$ cat config.mk
export PLATFORM = sky130hd
export DESIGN_NAME = two_bit_sample_quantizer
export DESIGN_NICKNAME = d
export VERILOG_FILES = /design/src/tbsq_pkg.sv /design/src/tbsq_lane.sv /design/src/tbsq_merge.sv /design/src/two_bit_sample_quantizer.sv
export SDC_FILE = /design/constraint.sdc
export NUM_CORES = 1
export LEC_CHECK = 0
export BUFFER_PORTS_ARGS = -buffer_cell sky130_fd_sc_hd__buf_2
export CAP_MARGIN = 20
export CORE_ASPECT_RATIO = 1.75
export CORE_MARGIN = 2
export CORE_UTILIZATION = 35
export DETAILED_ROUTE_END_ITERATION = 12
export PLACE_DENSITY = 0.5
export SLEW_MARGIN = 20
export SYNTH_ARGS = -nofsm -noshare
export SYNTH_HDL_FRONTEND = slang
export SYNTH_SLANG_ARGS = --single-unit
$ cat constraint.sdc
create_clock -name clock -period 8.95 [get_ports clock]
set_clock_uncertainty 0.2 [all_clocks]
set_input_delay 1.79 -clock clock [delete_from_list [all_inputs] [get_ports clock]]
set_output_delay 1.79 -clock clock [all_outputs]
set_load 0.01 [all_outputs]
$ cat src/tbsq_pkg.sv
package tbsq_pkg;

   localparam int NUM_LANES = 4;
   localparam int CODE_W    = 2;
   localparam int SAMPLE_W  = 8;
   localparam int STAT_W    = 16;
   localparam int CSR_IDX_W = 3;
   localparam int PACKED_W  = NUM_LANES * CODE_W;

   // round(0.98159883 * 2^24) in unsigned Q0.24, and one half for rounding
   localparam logic [23:0] THR_FACTOR = 24'd16468496;
   localparam logic [23:0] THR_ROUND  = 24'd8388608;

   typedef enum logic [CSR_IDX_W-1:0] {
      CSR_MEAN_POL0   = 3'd0,
      CSR_MEAN_POL1   = 3'd1,
      CSR_SPREAD_POL0 = 3'd2,
      CSR_SPREAD_POL1 = 3'd3,
      CSR_SINGLE_POL  = 3'd4
   } csr_index_type;

   typedef enum logic [CODE_W-1:0] {
      CODE_HIGH     = 2'd0,
      CODE_POS      = 2'd1,
      CODE_NEG      = 2'd2,
      CODE_LOW      = 2'd3
   } code_type;

   typedef struct packed {
      logic signed [STAT_W-1:0] mean;
      logic        [STAT_W-1:0] thr;
   } pol_stat_type;

   typedef logic [CODE_W-1:0] code_vec_type [NUM_LANES];

   // thr = round(0.98159883 * spread), never above 64330
   function automatic logic [STAT_W-1:0] threshold_of(input logic [STAT_W-1:0] spread);
      logic [40:0] prod;
      prod = 41'(spread) * 41'(THR_FACTOR) + 41'(THR_ROUND);
      return prod[39:24];
   endfunction

endpackage

$ cat src/tbsq_lane.sv
module tbsq_lane
   import tbsq_pkg::*;
(
   input  logic signed [SAMPLE_W-1:0] sample,
   input  pol_stat_type               stat,
   output logic        [CODE_W-1:0]   code
);

   logic signed [STAT_W+1:0] diff;
   logic signed [STAT_W+1:0] thr_pos;
   logic signed [STAT_W+1:0] thr_neg;

   // sample in Q8.8 minus mean, 18 bits signed
   assign diff    = (STAT_W+2)'($signed({sample, 8'h00})) - (STAT_W+2)'(stat.mean);
   assign thr_pos = $signed({2'b00, stat.thr});
   assign thr_neg = -thr_pos;

   always_comb begin
      if (diff > thr_pos) begin
         code = CODE_HIGH;
      end else if (diff > (STAT_W+2)'(0)) begin
         code = CODE_POS;
      end else if (diff > thr_neg) begin
         code = CODE_NEG;
      end else begin
         code = CODE_LOW;
      end
   end

endmodule

$ cat src/tbsq_merge.sv
module tbsq_merge
   import tbsq_pkg::*;
(
   input  logic                clock,
   input  logic                reset,
   input  logic                in_valid,
   output logic                in_stall,
   input  code_vec_type        in_codes,
   output logic                out_valid,
   input  logic                out_stall,
   output logic [PACKED_W-1:0] out_packed
);

   logic                main_valid_ff, main_valid_in;
   logic                skid_valid_ff, skid_valid_in;
   logic [PACKED_W-1:0] main_packed_ff, main_packed_in;
   logic [PACKED_W-1:0] skid_packed_ff, skid_packed_in;
   logic [PACKED_W-1:0] packed_now;
   logic                in_accept;
   logic                out_take;

   // first lane in the low bits
   always_comb begin
      packed_now = '0;
      for (int i = 0; i < NUM_LANES; i++) begin
         packed_now[i*CODE_W +: CODE_W] = in_codes[i];
      end
   end

   assign in_stall  = skid_valid_ff;
   assign in_accept = in_valid && !skid_valid_ff;
   assign out_take  = main_valid_ff && !out_stall;

   always_comb begin
      main_valid_in  = main_valid_ff;
      main_packed_in = main_packed_ff;
      skid_valid_in  = skid_valid_ff;
      skid_packed_in = skid_packed_ff;
      if (!main_valid_ff || out_take) begin
         if (skid_valid_ff) begin
            // advance the held request; skid was full so nothing new came in
            main_valid_in  = 1'b1;
            main_packed_in = skid_packed_ff;
            skid_valid_in  = 1'b0;
         end else begin
            main_valid_in  = in_accept;
            main_packed_in = packed_now;
         end
      end else if (in_accept) begin
         // output stalled: park the request
         skid_valid_in  = 1'b1;
         skid_packed_in = packed_now;
      end
   end

   always_ff @(posedge clock) begin
      if (reset) begin
         main_valid_ff <= 1'b0;
         skid_valid_ff <= 1'b0;
      end else begin
         main_valid_ff <= main_valid_in;
         skid_valid_ff <= skid_valid_in;
      end
      main_packed_ff <= main_packed_in;
      skid_packed_ff <= skid_packed_in;
   end

   assign out_valid  = main_valid_ff;
   assign out_packed = main_packed_ff;

   a_skid_needs_main: assert property (@(posedge clock) disable iff (reset)
      skid_valid_ff |-> main_valid_ff)
      else $error("skid holds a request while output register is empty");

   a_park_on_stall: assert property (@(posedge clock) disable iff (reset)
      (in_accept && main_valid_ff && out_stall) |=> skid_valid_ff)
      else $error("request accepted under output stall was not parked");

   a_skid_holds: assert property (@(posedge clock) disable iff (reset)
      (skid_valid_ff && out_stall) |=> (skid_valid_ff && $stable(skid_packed_ff)))
      else $error("parked request lost while output stalled");

   a_skid_refills: assert property (@(posedge clock) disable iff (reset)
      (skid_valid_ff && out_take) |=>
         (main_valid_ff && main_packed_ff == $past(skid_packed_ff)))
      else $error("parked request did not move to output register");

endmodule

$ cat src/two_bit_sample_quantizer.sv
// Two-bit four-level quantizer: each request carries two samples of each
// polarization; four lanes compare sample*256 - mean against +/-threshold in
// parallel and the merge stage packs the codes (pol0_first in bits 1:0) into
// one byte. Thresholds (0.98159883 * spread, rounded) are computed when a
// spread register is written, so requests may follow a write on the next
// cycle. Throughput is one request per cycle unless rsp_stall holds it;
// results are registered; a skid stage keeps accepting one request while the
// result channel stalls. Write statistics only while no request is in flight.
module two_bit_sample_quantizer
   import tbsq_pkg::*;
(
   input  logic                        clock,
   input  logic                        reset,
   input  logic                        csr_wen,
   input  logic [CSR_IDX_W-1:0]        csr_index,
   input  logic [STAT_W-1:0]           csr_wdata,
   input  logic                        req_valid,
   output logic                        req_stall,
   input  logic signed [SAMPLE_W-1:0]  req_pol0_first,
   input  logic signed [SAMPLE_W-1:0]  req_pol0_second,
   input  logic signed [SAMPLE_W-1:0]  req_pol1_first,
   input  logic signed [SAMPLE_W-1:0]  req_pol1_second,
   output logic                        rsp_valid,
   input  logic                        rsp_stall,
   output logic [PACKED_W-1:0]         rsp_packed_codes
);

   logic signed [STAT_W-1:0] mean0_ff, mean1_ff;
   logic        [STAT_W-1:0] thr0_ff, thr1_ff;
   logic                     single_ff;
   logic        [STAT_W-1:0] thr_wdata;
   pol_stat_type             stat0, stat1;
   logic signed [SAMPLE_W-1:0] samples [NUM_LANES];
   code_vec_type             codes;

   assign thr_wdata = threshold_of(csr_wdata);

   always_ff @(posedge clock) begin
      if (reset) begin
         mean0_ff  <= '0;
         mean1_ff  <= '0;
         thr0_ff   <= '0;
         thr1_ff   <= '0;
         single_ff <= 1'b0;
      end else if (csr_wen) begin
         unique case (csr_index)
            CSR_MEAN_POL0:   mean0_ff  <= csr_wdata;
            CSR_MEAN_POL1:   mean1_ff  <= csr_wdata;
            CSR_SPREAD_POL0: thr0_ff   <= thr_wdata;
            CSR_SPREAD_POL1: thr1_ff   <= thr_wdata;
            CSR_SINGLE_POL:  single_ff <= csr_wdata[0];
            default: ;
         endcase
      end
   end

   assign stat0.mean = mean0_ff;
   assign stat0.thr  = thr0_ff;
   assign stat1.mean = single_ff ? mean0_ff : mean1_ff;
   assign stat1.thr  = single_ff ? thr0_ff  : thr1_ff;

   assign samples[0] = req_pol0_first;
   assign samples[1] = req_pol0_second;
   assign samples[2] = req_pol1_first;
   assign samples[3] = req_pol1_second;

   for (genvar g = 0; g < NUM_LANES; g++) begin : g_lane
      tbsq_lane u_lane (
         .sample (samples[g]),
         .stat   ((g < NUM_LANES/2) ? stat0 : stat1),
         .code   (codes[g])
      );
   end

   tbsq_merge u_merge (
      .clock      (clock),
      .reset      (reset),
      .in_valid   (req_valid),
      .in_stall   (req_stall),
      .in_codes   (codes),
      .out_valid  (rsp_valid),
      .out_stall  (rsp_stall),
      .out_packed (rsp_packed_codes)
   );

endmodule

After elaboration in Yosys (flattened, before gate mapping)
Cells that the tools add are included.

word-level totals
  bits in registers = 83
  input port bits = 56
  output and inout bits = 10
  logic and storage cells = 64

operators by class
  add/subtract/negate cells = 7
  multipliers = 1
  $lt $le $gt $ge = 12
  equal/unequal tests = 4
  muxes and demuxes = 16
  bitwise gates (word level) = 1
  reductions and logical operators = 14

operators with widths
  cell                    number
  $gt 18x1->1 const B     4
  $gt 18x17->1            4
  $gt 18x18->1            4
  $sub 16x16->17          4
  $add 40x24->40 const B  1
  $mul 16x20->36 const B  1
  $neg 16->18             2
  $mux 16                 2
  $mux 2                  8
  $reduce_and 2->1        6
  $mux 8                  1
  $eq 3x2->1 const B      2
  $mux 1                  5
  $eq 3x1->1 const B      1
  $eq 3x3->1 const B      1
  $logic_not 1->1         3
  $logic_not 3->1         1
  $logic_and 1x1->1       2
  $reduce_or 2->1         1
  $logic_or 1x1->1        1
  $not 1->1               1

Logic depth before layout (Yosys ltp)
  depth after elaboration = 7
  depth in mapped cells = 25
  depth with buffers taken out = 24

Modules after synthesis
A second synthesis with hierarchy kept.

unflattened totals
  cell total of the unflattened synthesis = 1924
  area total of the unflattened synthesis = 16209.3 µm²

by module, submodules not included
  module                            times used  cells an instance  area an instance (µm²)  sequential area each (µm²)
  two_bit_sample_quantizer          1           959                8653.3                  1301.2
  tbsq_lane (g_lane[0].u_lane ...)  3           236                1730.4                  0.0
  tbsq_lane (g_lane[1].u_lane)      1           225                1687.9                  0.0
  tbsq_merge                        1           32                 676.9                   520.5

Least setup slack after synthesis
No wires, ideal clock.

  kind = input to register
  from = input port csr_wdata[5]
  to = register thr0_ff[15]
  library setup time = 0.141 ns
  arrival = 8.105 ns
  required time = 8.609 ns
  slack = 0.504 ns
  stages on the path = 23
  buffers on the path = 2
  cells stage by stage = clkbuf_1 > inv_1 > fa_1 > fa_1 > inv_1 > fa_1 > fa_1 > fa_1 > inv_1 > fa_1 > inv_1 > ha_1 > clkbuf_1 > nand2_1 > o21ai_0 > o31ai_1 > nand2b_1 > o211ai_1 > or4b_2 > nor3_1 > a31oi_1 > o211ai_1 > o311ai_0

between the ends
  longest elaborated chain between the ends = 2

RTL lines
  item                  RTL line                        RTL
  start, declared       two_bit_sample_quantizer.sv:16  input logic [STAT_W-1:0] csr_wdata,
  $mul 16x20->36        tbsq_pkg.sv:39                  prod = 41'(spread) * 41'(THR_FACTOR) + 41'(THR_ROUND);
  $add 40x24->40        tbsq_pkg.sv:39
  end signal, assigned  two_bit_sample_quantizer.sv:49  CSR_SPREAD_POL0: thr0_ff <= thr_wdata;
  end, declared         two_bit_sample_quantizer.sv:29  logic [STAT_W-1:0] thr0_ff, thr1_ff;

Every way passes these cells.
A chain may end at the register's enable or synchronous reset.

Worst setup path after layout
  from = input port csr_wdata[1]
  to = register thr0_ff[12]

The elaborated chain is that of the path after synthesis.

==> results.txt <==
----------------------------------------------------
[Worst setup path]
  Data required, critical path ... between 8 and 9 ns
  Highest net fanout along the worst path ... 7
  Crit path kind ... primary input to flip-flop
  Worst R2R Setup Slack ... between 3 and 4 ns
  Startpoint of the worst setup timing path ... csr_wdata[1]
  Capturing point of the worst reg2reg path ... u_merge.out_packed[4]
  Launch point of the worst reg-to-reg path ... single_ff
  Type of destination of the critical path ... flip-flop
  Crit path DAT ... ~8.4 ns
  Number of cells on the worst reg-to-reg path ... 18
  Startpoint Class ... primary input

[Logic synthesis]
  Post-synth EDFFs ... 16
  Share of flip-flops with an asynchronous set or reset ... 0%
  Instance count of the mapped netlist ... ~1.7k
  Sequential cell area fraction in the yosys report ... between 10% and 20%
  Area leader, netlist ... ha_1
  Post-Syn Nets ... about 2.1k
  Count of yosys warnings during synthesis ... 0
  Post-synth cell types ... 70
  Top post-synthesis cells by area ... ha_1 25%, fa_1 14%, dfxtp_1 9.7%
  Commonest register cell after synthesis ... dfxtp_1
  Mapped cell area ... between 10000 and 15000 µm²
  Area fraction of the dominant cell type after synthesis ... about a quarter
  Post-synthesis sequential element count ... 83
  Avg Synthesized Cell Area ... 8.40 µm²

[Global routing]
  Pin count of the biggest net entering global routing ... just over 70
  Number of antenna violations at the first check in global routing ... 1
  Number of global-route vias before repair ... roughly 13k
  Wire length of the first global-routing pass ... 68900 µm
  Overall fraction of global-route tracks in use ... between 20% and 30%
  Remaining global-route overflow ... 0

[Finish]
  Fill cell instance count of the final layout ... a little over 4k
  Most common cell after layout, fill and taps aside ... ha_1
  Total inserted antenna cells ... 0
  Post-layout instance area ... ~15000 µm²
  Post-layout net count ... about 2.1k
  Leading cell types in the layout, fill and taps excluded ... 275 x ha_1, 236 x inv_1, 148 x nand2_1, 110 x a21oi_1, 98 x fa_1
  Layout-stage area growth over the synthesis result ... 9.02%
  Fraction of final layout cells with drive strength greater than 1 ... approximately 7.0%

[Detailed routing]
  Final routed wire length divided by cell count ... 20.3 µm
  Via total after detailed routing ... 11.8k
  Remaining routing DRC violations ... 0
  Total wire length after detailed routing ... between 40000 and 50000 µm
  Via count normalized by instance count ... 5.37
  Pre-Repair DR Iteration Count ... 4
  ANT nets after route ... 0
  Violation count after the first detailed-route iteration ... between 400 and 500

[Timing]
  Relative slew margins ... about a third
  RSZ-0062 raised after global routing ... false
  Transition time at the pin with the least slew margin ... 0.976 ns
  Final clock period utilization by the worst path ... ~94%
  Slew Viols, Final ... 0
  Number of failing hold endpoints at the final stage ... 0
  Highest clock frequency the design can meet ... 119 MHz
  Post-route setup TNS ... 0 ns
  Setup violators final ... 0
  Crit path time final ... 8.39 ns

[Min path]
  Worst hold start ... mean1_ff[14]
  Worst min-delay path class ... flip-flop to flip-flop
  Worst hold path stage count ... 2
  Worst-case hold path end point ... mean1_ff[14]

[Floorplan]
  Count of boundary I/O pins ... 66
  Total Die Area ... approximately 41000 µm²
  Initial Utilization ... between 30% and 40%
  Die boundary height ... between 200 and 300 µm
  Cell row count ... 96
  Floorplan core area ... about 40000 µm²
  Horizontal extent of the die ... around 150 µm

[Clock network]
  CTS tree ... built
  CTS root buffer ... clkbuf_16
  Clock H-tree levels ... 3
  Clk Latency, worst-skew pair ... between 0.3 and 0.4 ns
  Total clock buffers created by CTS ... 9
  Clock net sink count ... 83
  Clock slew seen by the registers of the worst setup and hold paths ... 0.06 ns
  Number of buffers between clock root and the deepest sink ... 2

[Status]
  Run status ... finished clean

[Place]
  Detailed Place HPWL ... between 30000 and 40000 µm
  Placed Instance Area ... ~15000 µm²
  Routability congestion estimate ... 0.882
  Port Buf Inserts ... between 60 and 70

[Flow run]
  Maximum Capacitance Violations ... 0

----------------------------------------------------
[metrics by stage]
step                hold slack [ns]  instances  setup WS (ns)  util (%)
floorplan                     0.236       1654          0.504         -
CTS                           0.262       2204          0.491      38.7
global route                  0.291       2204         0.0121      38.7
detailed placement            0.251       2188          0.103      37.8
global placement              0.245       2188          0.201      37.8
finish                        0.260       2204          0.559      38.7
[flip-flops by register name (all words and copies together) (netlist names)]
register / flops
thr1_ff: 16
single_ff: 1
thr0_ff: 16
u_merge.in_stall: 1
u_merge.skid_packed_ff: 8
mean0_ff: 16
mean1_ff: 16
u_merge.out_packed: 8
u_merge.out_valid: 1
[cells in the mapped netlist (4+ instances only)]
master and n:
nand4_1 29, dfxtp_1 67, o31ai_1 17, or2_2 6, o21bai_1 12, a41oi_1 4, or4_1 7, a211oi_1 28
nor2b_1 14, nor3_1 40, xor2_1 31, nor4_1 6, o21a_1 15, xnor2_1 67, a21boi_0 7, or3_1 8
nor2_1 97, o21ai_0 49, clkbuf_1 31, edfxtp_1 16, buf_1 5, inv_1 236, a31oi_1 12, and3_1 10
o211ai_1 13, fa_1 98, mux2_2 6, nand2_1 148, a21oi_1 110, nand2b_1 9, a22oi_1 5, mux2i_1 33
a21o_1 43, and2_1 5, a2111oi_0 6, nand3_1 36, ha_1 275
[critical path, cell delays in order]
cell and delay, ns:
buf_2 0.17, inv_1 0.08, fa_1 0.57, inv_1 0.07
ha_1 0.18, or2_2 0.30, fa_1 0.50, fa_1 0.45
fa_1 0.54, inv_1 0.05, fa_1 0.52, inv_1 0.04
ha_1 0.40, nand2_1 0.11, o21ai_0 0.51, a311o_1 0.21
mux2i_1 0.09, nor4b_1 0.52, nand4_1 0.29, nor4b_1 0.36
buf_4 0.18, nand4_1 0.10, xnor2_1 0.25, a211oi_1 0.10
[kinds of logic (layout without fill, tap and decap cells)]
kind of cell	Yosys count	in the layout	share of synthesized area, %
compound gates	350	350	16.5
buf+inv	273	333	7.38
mux	40	40	2.94
simple gates	437	437	15.1
flops	83	83	13.1
fa+ha+maj	373	373	38.9
xor+xnor	98	98	6.18
[timing repair]
action,in CTS,in global routing
endpoints found under the setup margin,0,1
hold buffers,0,0
setup buffers,0,0
resized for setup,0,1
[layer usage]
metal / global-route usage (%) / share of wire, %
met4: 13.2 / 6.3
met3: 1.76 / 1.9
met2: 45.8 / 57
met5: 0 / 0
met1: 20.3 / 34
[how the worst max path moves through the flow]
stage,endpoint,cells past startpoint
finish,thr0_ff[12],24
floorplan,thr0_ff[15],23
global route,thr0_ff[15],23
CTS,thr0_ff[15],23
detailed placement,thr0_ff[15],23
global placement,thr0_ff[15],23
[cell type report]
cell class / instances / area (µm²) / share of cell area [%]
Inverter: 237 / 890 / 5.87
Clock buffer: 11 / 254 / 1.68
Clock inverter: 5 / 82.6 / 0.545
Timing Repair Buffer: 80 / 438 / 2.89
Sequential cell: 83 / 1820 / 12.0
Multi-Input combinational cell: 1298 / 11000 / 72.9
Tap cell: 490 / 613 / 4.05
Power is not shown: default switching activity piles up to over one toggle a cycle in this logic, so the estimate is an artifact.
